**src/rtl/lkvc_pkg.sv**
```systemverilog
// Shared types and constants for the least-recently-used key-value cache.
// Depends on nothing; every other file of the block refers to it by scoped names.
package lkvc_pkg;

  localparam int unsigned ENTRIES   = 16;
  localparam int unsigned KEY_W     = 32;
  localparam int unsigned DATA_W    = 32;
  localparam int unsigned CFG_W     = 5;
  localparam int unsigned IDX_W     = (ENTRIES > 1) ? $clog2(ENTRIES) : 1;
  localparam int unsigned FILL_W    = $clog2(ENTRIES + 1);
  localparam int unsigned CMP_W     = (FILL_W > CFG_W) ? FILL_W : CFG_W;
  localparam int unsigned CAP_RESET = 16;

  // Request codes carried on the command field.
  localparam logic CMD_GET = 1'b0;
  localparam logic CMD_PUT = 1'b1;

  // One stored entry as it moves along the recency chain.
  typedef struct packed {
    logic              valid;
    logic [KEY_W-1:0]  key;
    logic [DATA_W-1:0] value;
  } entry_t;

endpackage

```
**src/rtl/lru_key_value_cache.sv**
```systemverilog
// Top level of the fully associative key-value cache with LRU replacement.
// Depends on lkvc_pkg and instantiates one lkvc_cell per entry.

// The cache keeps its entries in a chain of cells ordered by recency: cell 0
// holds the most recently used entry and each further cell an older one, so
// the least recent valid entry always sits at the end of the filled region.
// Every request compares its key against all cells at once. A get that hits
// returns the stored value with hit set and moves that entry to the head; a
// get that misses returns hit clear and a value of all ones and changes
// nothing. A put that hits rewrites the value and moves the entry to the head;
// a put that misses inserts at the head, pushing the filled region one cell
// down, and when the number of entries in use has reached the capacity the
// oldest entry falls off the end of that region. Moving to the head is done by
// every cell from the head down to the chosen position loading its upper
// neighbor in the same cycle. A transfer on the input is taken at every clock
// edge at which the result register is empty or is being emptied, so the block
// sustains one request per cycle, and the only thing that holds the input off
// is a stall on the output. The capacity register resets to 16; a value of 0
// acts as 1 and values above the number of entries act as the number of
// entries. Lowering the capacity evicts nothing at once; later put misses
// replace the oldest entry, and the count of entries in use never goes down.
// Reset clears all valid bits immediately; no clearing pass runs.
module lru_key_value_cache (
  input  logic                              clk_i,
  input  logic                              rst_ni,
  // Capacity register write.
  input  logic                              cfg_we_i,
  input  logic [lkvc_pkg::CFG_W-1:0]        cfg_wdata_i,
  // Request channel.
  input  logic                              in_valid_i,
  output logic                              in_stall_o,
  input  logic                              cmd_i,
  input  logic signed [lkvc_pkg::KEY_W-1:0] lookup_key_i,
  input  logic signed [lkvc_pkg::DATA_W-1:0] write_value_i,
  // Result channel.
  output logic                              out_valid_o,
  input  logic                              out_stall_i,
  output logic                              hit_o,
  output logic signed [lkvc_pkg::DATA_W-1:0] read_value_o
);

  // Capacity register.
  logic [lkvc_pkg::CFG_W-1:0] cap_q;

  always_ff @(posedge clk_i or negedge rst_ni) begin
    if (!rst_ni) begin
      cap_q <= lkvc_pkg::CFG_W'(lkvc_pkg::CAP_RESET);
    end else if (cfg_we_i) begin
      cap_q <= cfg_wdata_i;
    end
  end

  // Effective capacity, clamped to the range one to the number of entries.
  logic [lkvc_pkg::CMP_W-1:0] cap_ext;
  logic [lkvc_pkg::CMP_W-1:0] cap_eff;

  always_comb begin
    cap_ext = lkvc_pkg::CMP_W'(cap_q);
    if (cap_ext == '0) begin
      cap_eff = lkvc_pkg::CMP_W'(1);
    end else if (cap_ext > lkvc_pkg::CMP_W'(lkvc_pkg::ENTRIES)) begin
      cap_eff = lkvc_pkg::CMP_W'(lkvc_pkg::ENTRIES);
    end else begin
      cap_eff = cap_ext;
    end
  end

  // Handshakes. The result register frees up in the same cycle it is taken.
  logic out_valid_q;
  logic accept;

  assign in_stall_o = out_valid_q && out_stall_i;
  assign accept     = in_valid_i && !in_stall_o;

  // Cell chain.
  lkvc_pkg::entry_t           cell_entry [lkvc_pkg::ENTRIES];
  logic [lkvc_pkg::ENTRIES-1:0] cell_match;
  logic [lkvc_pkg::ENTRIES-1:0] shift_en;
  lkvc_pkg::entry_t           head;
  logic [lkvc_pkg::KEY_W-1:0] req_key;

  assign req_key = $unsigned(lookup_key_i);

  for (genvar g = 0; g < lkvc_pkg::ENTRIES; g++) begin : g_cell
    lkvc_pkg::entry_t prev;
    if (g == 0) begin : g_head
      assign prev = head;
    end else begin : g_link
      assign prev = cell_entry[g-1];
    end

    lkvc_cell u_cell (
      .clk_i      (clk_i),
      .rst_ni     (rst_ni),
      .shift_en_i (shift_en[g]),
      .prev_i     (prev),
      .cmp_key_i  (req_key),
      .entry_o    (cell_entry[g]),
      .match_o    (cell_match[g])
    );
  end

  // Hit position and value. Valid keys are distinct, so at most one cell
  // matches and the value can be gathered with an OR.
  logic                        hit;
  logic [lkvc_pkg::IDX_W-1:0]  hit_idx;
  logic [lkvc_pkg::DATA_W-1:0] hit_value;

  always_comb begin
    hit_idx   = '0;
    hit_value = '0;
    for (int i = lkvc_pkg::ENTRIES - 1; i >= 0; i--) begin
      if (cell_match[i]) begin
        hit_idx = lkvc_pkg::IDX_W'(i);
      end
      hit_value = hit_value | (cell_match[i] ? cell_entry[i].value : '0);
    end
    hit = |cell_match;
  end

  // Fill count and the position down to which the chain moves.
  logic [lkvc_pkg::FILL_W-1:0] fill_q, fill_d;
  logic [lkvc_pkg::CMP_W-1:0]  fill_ext;
  logic                        is_put;
  logic                        full;
  logic                        update;
  logic [lkvc_pkg::IDX_W-1:0]  shift_pt;

  always_comb begin
    is_put   = (cmd_i == lkvc_pkg::CMD_PUT);
    fill_ext = lkvc_pkg::CMP_W'(fill_q);
    full     = (fill_ext >= cap_eff);
    update   = accept && (hit || is_put);

    if (hit) begin
      shift_pt = hit_idx;
    end else if (full) begin
      // The oldest valid entry is the last one of the filled region.
      shift_pt = lkvc_pkg::IDX_W'(fill_q - lkvc_pkg::FILL_W'(1));
    end else begin
      shift_pt = lkvc_pkg::IDX_W'(fill_q);
    end

    fill_d = fill_q;
    if (accept && is_put && !hit && !full) begin
      fill_d = fill_q + lkvc_pkg::FILL_W'(1);
    end

    head.valid = 1'b1;
    head.key   = req_key;
    head.value = is_put ? $unsigned(write_value_i) : hit_value;
  end

  for (genvar g = 0; g < lkvc_pkg::ENTRIES; g++) begin : g_shift
    assign shift_en[g] = update && (shift_pt >= lkvc_pkg::IDX_W'(g));
  end

  always_ff @(posedge clk_i or negedge rst_ni) begin
    if (!rst_ni) begin
      fill_q <= '0;
    end else begin
      fill_q <= fill_d;
    end
  end

  // Result register.
  logic                        out_valid_d;
  logic                        hit_q;
  logic [lkvc_pkg::DATA_W-1:0] read_value_q;

  always_comb begin
    out_valid_d = out_valid_q;
    if (accept) begin
      out_valid_d = 1'b1;
    end else if (!out_stall_i) begin
      out_valid_d = 1'b0;
    end
  end

  always_ff @(posedge clk_i or negedge rst_ni) begin
    if (!rst_ni) begin
      out_valid_q <= 1'b0;
    end else begin
      out_valid_q <= out_valid_d;
    end
  end

  always_ff @(posedge clk_i) begin
    if (accept) begin
      hit_q        <= hit;
      read_value_q <= (hit && !is_put) ? hit_value : '1;
    end
  end

  assign out_valid_o  = out_valid_q;
  assign hit_o        = hit_q;
  assign read_value_o = $signed(read_value_q);

endmodule

```
**src/rtl/lkvc_cell.sv**
```systemverilog
// One position of the recency chain: holds an entry and compares its key.
// Depends on lkvc_pkg for the entry type and widths.
module lkvc_cell (
  input  logic                       clk_i,
  input  logic                       rst_ni,
  input  logic                       shift_en_i,
  input  lkvc_pkg::entry_t           prev_i,
  input  logic [lkvc_pkg::KEY_W-1:0] cmp_key_i,
  output lkvc_pkg::entry_t           entry_o,
  output logic                       match_o
);

  logic                        valid_q, valid_d;
  logic [lkvc_pkg::KEY_W-1:0]  key_q, key_d;
  logic [lkvc_pkg::DATA_W-1:0] value_q, value_d;

  always_comb begin
    valid_d = shift_en_i ? prev_i.valid : valid_q;
    key_d   = shift_en_i ? prev_i.key   : key_q;
    value_d = shift_en_i ? prev_i.value : value_q;
  end

  always_ff @(posedge clk_i or negedge rst_ni) begin
    if (!rst_ni) begin
      valid_q <= 1'b0;
    end else begin
      valid_q <= valid_d;
    end
  end

  // The payload is only ever looked at where the valid bit is set.
  always_ff @(posedge clk_i) begin
    key_q   <= key_d;
    value_q <= value_d;
  end

  assign entry_o.valid = valid_q;
  assign entry_o.key   = key_q;
  assign entry_o.value = value_q;
  assign match_o       = valid_q && (key_q == cmp_key_i);

endmodule
```
**config.mk**
```make
export PLATFORM = sky130hd
export DESIGN_NAME = lru_key_value_cache
export DESIGN_NICKNAME = d
export VERILOG_FILES = /design/src/rtl/lkvc_pkg.sv /design/src/rtl/lru_key_value_cache.sv /design/src/rtl/lkvc_cell.sv
export SDC_FILE = /design/constraint.sdc
export NUM_CORES = 2
export LEC_CHECK = 0
export BUFFER_PORTS_ARGS = -buffer_cell sky130_fd_sc_hd__buf_2
export CAP_MARGIN = 10
export CORE_MARGIN = 3
export CORE_UTILIZATION = 40
export DETAILED_ROUTE_END_ITERATION = 8
export SETUP_SLACK_MARGIN = 0.1
export SLEW_MARGIN = 5
export SYNTH_ARGS = -nofsm -noshare
export SYNTH_HDL_FRONTEND = slang
export SYNTH_SLANG_ARGS = --single-unit
```
**constraint.sdc**
```tcl
create_clock -name clk_i -period 11 [get_ports clk_i]
set_input_delay 1.65 -clock clk_i [delete_from_list [all_inputs] [get_ports clk_i]]
set_output_delay 1.65 -clock clk_i [all_outputs]
set_load 0.005 [all_outputs]
```
**After elaboration in Yosys (flattened, before gate mapping)**

Index checks and enable logic that the tools add are counted.

- Word-level logic and storage cells: 190
- Register bits: 1084

- Equality and inequality tests: 17
- Muxes and demuxes: 39
- Order comparisons: 18
- $add $sub $neg: 2
- Bitwise operators: 15
- Reductions and logical operators: 46

Operators by type and width:

| operator | count |
|---|---|
| $mux 32 | 17 |
| $eq 32x32->1 | 16 |
| $or 32x32->32 | 15 |
| $mux 4 | 18 |
| $logic_and 1x1->1 | 39 |
| $ge 4x4->1 const B | 8 |
| $ge 4x3->1 const B | 4 |
| $reduce_or 16->1 | 1 |
| $mux 5 | 2 |
| $ge 4x1->1 const B | 2 |
| $ge 4x2->1 const B | 2 |
| $add 5x1->5 const B | 1 |
| $ge 5x5->1 | 1 |
| $gt 5x5->1 const B | 1 |
| $logic_not 5->1 | 1 |
| $logic_not 1->1 | 4 |
| $sub 4x1->4 const B | 1 |
| $mux 1 | 2 |
| $ne 2x1->1 const B | 1 |
| $logic_or 1x1->1 | 1 |

**Logic depth before layout (Yosys ltp)**

- Depth after elaboration: 21
- Depth in mapped cells: 16
- Mapped depth without buffers: 15

**Modules after synthesis**

Synthesis repeated with hierarchy kept, for this count alone.

- Cells, all modules: 2420
- Area, all modules: 42251.8 sq um

Modules (own cells, without submodules):

| module | cells each | area each (sq um) | times used |
|---|---|---|---|
| lkvc_cell | 111 | 2321.0 | 16 |
| lru_key_value_cache | 644 | 5116.2 | 1 |

**Least setup slack after synthesis**

OpenSTA, ideal clock, no wires.

- Kind: input -> register
- From: in lookup_key_i[13] (netlist name)
- To: reg g_cell[5].u_cell.key_q[0] (netlist name) (enable)
- Setup slack: -1.551 ns
- Arrival time: 11.977 ns
- Setup time: 0.574 ns
- Stages on the path: 12
- Cells stage by stage: buf_2 > buf_2 > xnor2_1 > nand4_1 > or3b_2 > nor3_1 > nor4_1 > and4_1 > buf_6 > a21oi_1 > nand3b_1 > o21ai_0

- Longest elaborated chain between the ends: 21
- Elaborated cells on any way between the ends: 54

RTL lines:

| item | line | RTL |
|---|---|---|
| start, declared | lru_key_value_cache.sv:33 | `input logic signed [lkvc_pkg::KEY_W-1:0] lookup_key_i,` |
| $eq 32x32->1 | lkvc_cell.sv:40 | `assign match_o = valid_q && (key_q == cmp_key_i);` |
| $logic_and 1x1->1 | lkvc_cell.sv:40 |  |
| $mux 4 (16 in a row) | lru_key_value_cache.sv:113 | `if (cell_match[i]) begin` |
| $mux 4 | lru_key_value_cache.sv:135 | `if (hit) begin` |
| $ge 4x3->1 | lru_key_value_cache.sv:155 | `assign shift_en[g] = update && (shift_pt >= lkvc_pkg::IDX_W'(g));` |
| $logic_and 1x1->1 (*) | lru_key_value_cache.sv:155 |  |
| named net g_cell[5].u_cell.shift_en_i | lkvc_cell.sv:6 | `input logic shift_en_i,` |
| end signal, assigned | lkvc_cell.sv:33 | `key_q <= key_d;` |
| end, declared | lkvc_cell.sv:14 | `logic [lkvc_pkg::KEY_W-1:0] key_q, key_d;` |

The timed path passes the listed nets; every way through them passes the cells marked *.
A chain may end at the register's enable or synchronous reset.

**Worst setup path after layout**

- From: in lookup_key_i[29] (netlist name)
- To: reg g_cell[6].u_cell.value_q[7] (netlist name) (enable)

- Longest elaborated chain between the ends: 21
- Elaborated cells on any way between the ends: 54

RTL lines:

| item | line | RTL |
|---|---|---|
| $eq 32x32->1 | lkvc_cell.sv:40 |  |
| $logic_and 1x1->1 | lkvc_cell.sv:40 |  |
| $mux 4 (16 in a row) | lru_key_value_cache.sv:113 |  |
| $mux 4 | lru_key_value_cache.sv:135 |  |
| $ge 4x3->1 | lru_key_value_cache.sv:155 |  |
| $logic_and 1x1->1 (*) | lru_key_value_cache.sv:155 |  |
| named net g_cell[6].u_cell.shift_en_i | lkvc_cell.sv:6 |  |
| end signal, assigned | lkvc_cell.sv:34 | `value_q <= value_d;` |
| end, declared | lkvc_cell.sv:15 | `logic [lkvc_pkg::DATA_W-1:0] value_q, value_d;` |

Marks and branches as above.

==> results.md <==
* Die area at 115000 µm²
* Most frequent CP cell: buf_4
* Worst path buffer plus inverter count at 6
* Fin Clk Skew at 0.0338 ns
* Slew margin rel. at 0.103
* Outcome: complete, no violations
* Share of cells above drive strength 1 at 0.128
* Maximum buffer depth of the clock tree at 3
* Hold-fix buffer count after cts at 0
* Tcrit/Tclk final at 0.716
* R2r setup slk at 4.15 ns
* R2R cell count at 14
* Worst-path clk slew at 0.07 ns
* Max-cap check violation count at 0
* Crit Path Max Fanout at 43
* Core Box Area at 109000 µm²
* Worst path cell trace: buf_2, xnor2_1, nand3_1, nor4_1, and4_2, buf_4, nor4_2, and4_1, clkinv_4, nor2_2, or4_4, clkinv_2, buf_4, a31o_4, buf_4
* Clk root buf: clkbuf_16
* # resized after CTS at 0
* CTS tree: yes
* DR vias at 26.5k
* Syn. warnings at 0
* Antenna-violating nets left at 0
* Die W at 339 µm
* Netlist Area Pre-Place at 44200 µm²
* Syn Area/Cell at 16.5 µm²
* Post-route DRC at 0
* Critical Path RT at 11.32 ns
* Post-synthesis sequential area ratio at 0.733
* Die H at 339 µm
* # fillers at 9426
* Cell Rows at 121
* Area leader, netlist: edfxtp_1
* Pleak at 15.9 nW
* Total Routing Usage GR at 0.233
* Pins Over Slew Limit at 0
* Min cycle time layout at 7.87 ns
* CP Data Arrival Time at 8.20 ns
* Yosys top cell area share at 0.718
* Iteration-0 DRC Markers at 3269
* Area growth from synthesis to layout at 13.4%
* Final Util at 0.459
* Largest net degree at the start of global routing at 66
* Max incr delay on CP at 0.65 ns
* Max VDD drop at 0.000155 V
* Number of synthesized register bits at 1084
* EDFF count, synth at 1057
* WS Path Type: input port to flip-flop
* Routed len/inst at 31.1 µm
* Vias per inst at 6.04
* Slowest CP cell: buf_4
* First-pass GRT wire length at 196000 µm
* CTS buffer count at 110
* I/O Buffers at 109
* Largest delay share family, worst path: buffers and inverters
* Critical R2R Capture: g_cell[6].u_cell.value_q[7]
* Largest cells by area after synthesis: edfxtp_1 (72%), xor2_1 (6.0%), xnor2_1 (4.0%), nor4_1 (2.0%), nand4_1 (1.7%)
* Setup violators final at 0
* Reg2reg start: g_cell[6].u_cell.key_q[26]
* Max frequency at 0.127 GHz
* Setup TNS at 0 ns
* WHS Path Cells at 0
* Startpoint type of the worst setup path: input port
* CP endpoint kind: flip-flop
* Min-Delay Endpoint: g_cell[7].u_cell.value_q[9]
* Worst Hold Class: flip-flop to flip-flop
* Worst-Margin Slew at 1.34 ns
* Post-synth cell types at 69
* Count leader, synth: edfxtp_1
* Cells after synthesis at 2684
* Main flop type after synthesis: edfxtp_1
* Pre-antenna DRT Iters at 6
* Post-route setup slack at 3.13 ns
* CTS sink count at 1084
* Vias in the first global route at 27.3k
* Hold Path Origin: g_cell[6].u_cell.value_q[9]
* Post CTS Setup Buffer Count at 0
* Detailed placer's ending HPWL at 86500 µm
* RSZ-0062 raised after global routing: false
* Commonest cells in the netlist: edfxtp_1 (1057), xor2_1 (305), xnor2_1 (203)
* Starting Density at 0.405
* H-tree depth at 3
* WHS at 0.441 ns
* Routability Congestion at 0.988
* Initial antenna violation count at 3
* Ys async rst share at 0.0249
* Remaining Overflow, GRT at 0
* Pre-CTS WS at 2.42 ns
* Final Hold Viols at 0
* Syn Nets at 2766
* Worst-Skew Late Latency at 0.71 ns
* Fin nets at 2899
* PD cells at 212 nW/µm²
* Overall Power at 10.6 mW
* IO Pins at 110
* WL final at 137000 µm
metrics by stage:
step                      cell area, µm²  instances
after global routing               50100       4387
final                              50100       4389
after global placement             46500       4181
after CTS                          50100       4387
after floorplan                    44200       2684
after detailed placement           46500       4181
report_power, final:
part	internal [mW]	switching [mW]
Sequential	5.27	0.336
Clock	2.17	1.64
Combinational	0.299	0.909
Total	7.74	2.89
state kept, by name (all words and copies together) (netlist names):
signal	flops
cap_ext	5
fill_ext	5
g_cell.u_cell.key_q	512
g_cell.u_cell.valid_q	16
g_cell.u_cell.value_q	512
hit_o	1
out_valid_o	1
read_value_o	32
cell families after synthesis:
family,synth area share
flip-flops,0.733
multiplexers,0.00464
AO/OA/AOI/OAI,0.0653
XOR/XNOR,0.101
AND/OR/NAND/NOR,0.0788
adder cells (fa/ha/maj),0.00198
buffers and inverters,0.0159
worst max path at each step:
stage / cells after the start / start / to
3_3_place_gp: 15 / lookup_key_i[29] / g_cell[6].u_cell.value_q[29]
4_1_cts: 15 / lookup_key_i[29] / g_cell[6].u_cell.value_q[18]
2_1_floorplan: 12 / lookup_key_i[13] / g_cell[5].u_cell.key_q[0]
3_5_place_dp: 15 / lookup_key_i[29] / g_cell[6].u_cell.value_q[10]
5_1_grt: 15 / lookup_key_i[29] / g_cell[6].u_cell.value_q[7]
6_report: 15 / lookup_key_i[29] / g_cell[6].u_cell.value_q[7]
final cells by class:
| cell class | count | area (µm²) | area share |
|---|---|---|---|
| antenna | 2 | 5.00 | 0.0000998 |
| clock buffer | 134 | 2880 | 0.0575 |
| tap | 1476 | 1850 | 0.0368 |
| clock inverter | 72 | 748 | 0.0149 |
| multi-input combinational | 1447 | 11300 | 0.225 |
| inverter | 25 | 100 | 0.00200 |
| timing repair buffer | 149 | 846 | 0.0169 |
| sequential | 1084 | 32400 | 0.647 |
per-layer routing:
layer	GRT usage	wire length (µm)	share of wire	vias to the layer above
li1	-	-	-	10900
met1	0.305	53800	0.39	13600
met2	0.385	65500	0.48	1627
met3	0.0416	12000	0.088	317
met4	0.0954	5350	0.039	2
met5	0.00208	12	0.000088	-
placed cells by master, fill, tap and decap left out, drive strengths merged, types with 30 or more instances in the layout:
| master | n |
|---|---|
| nor3 | 38 |
| buf | 149 |
| nor2 | 30 |
| nand2 | 56 |
| xor2 | 305 |
| a222oi | 33 |
| o21a | 30 |
| clkinv | 52 |
| a22oi | 31 |
| a22o | 83 |
| nand3 | 40 |
| xnor2 | 203 |
| nand4 | 121 |
| a221oi | 82 |
| edfxtp | 1057 |
| clkbuf | 134 |
| nor4 | 143 |
| nand2b | 62 |
Note: power is estimated with default switching activity, not from simulation.
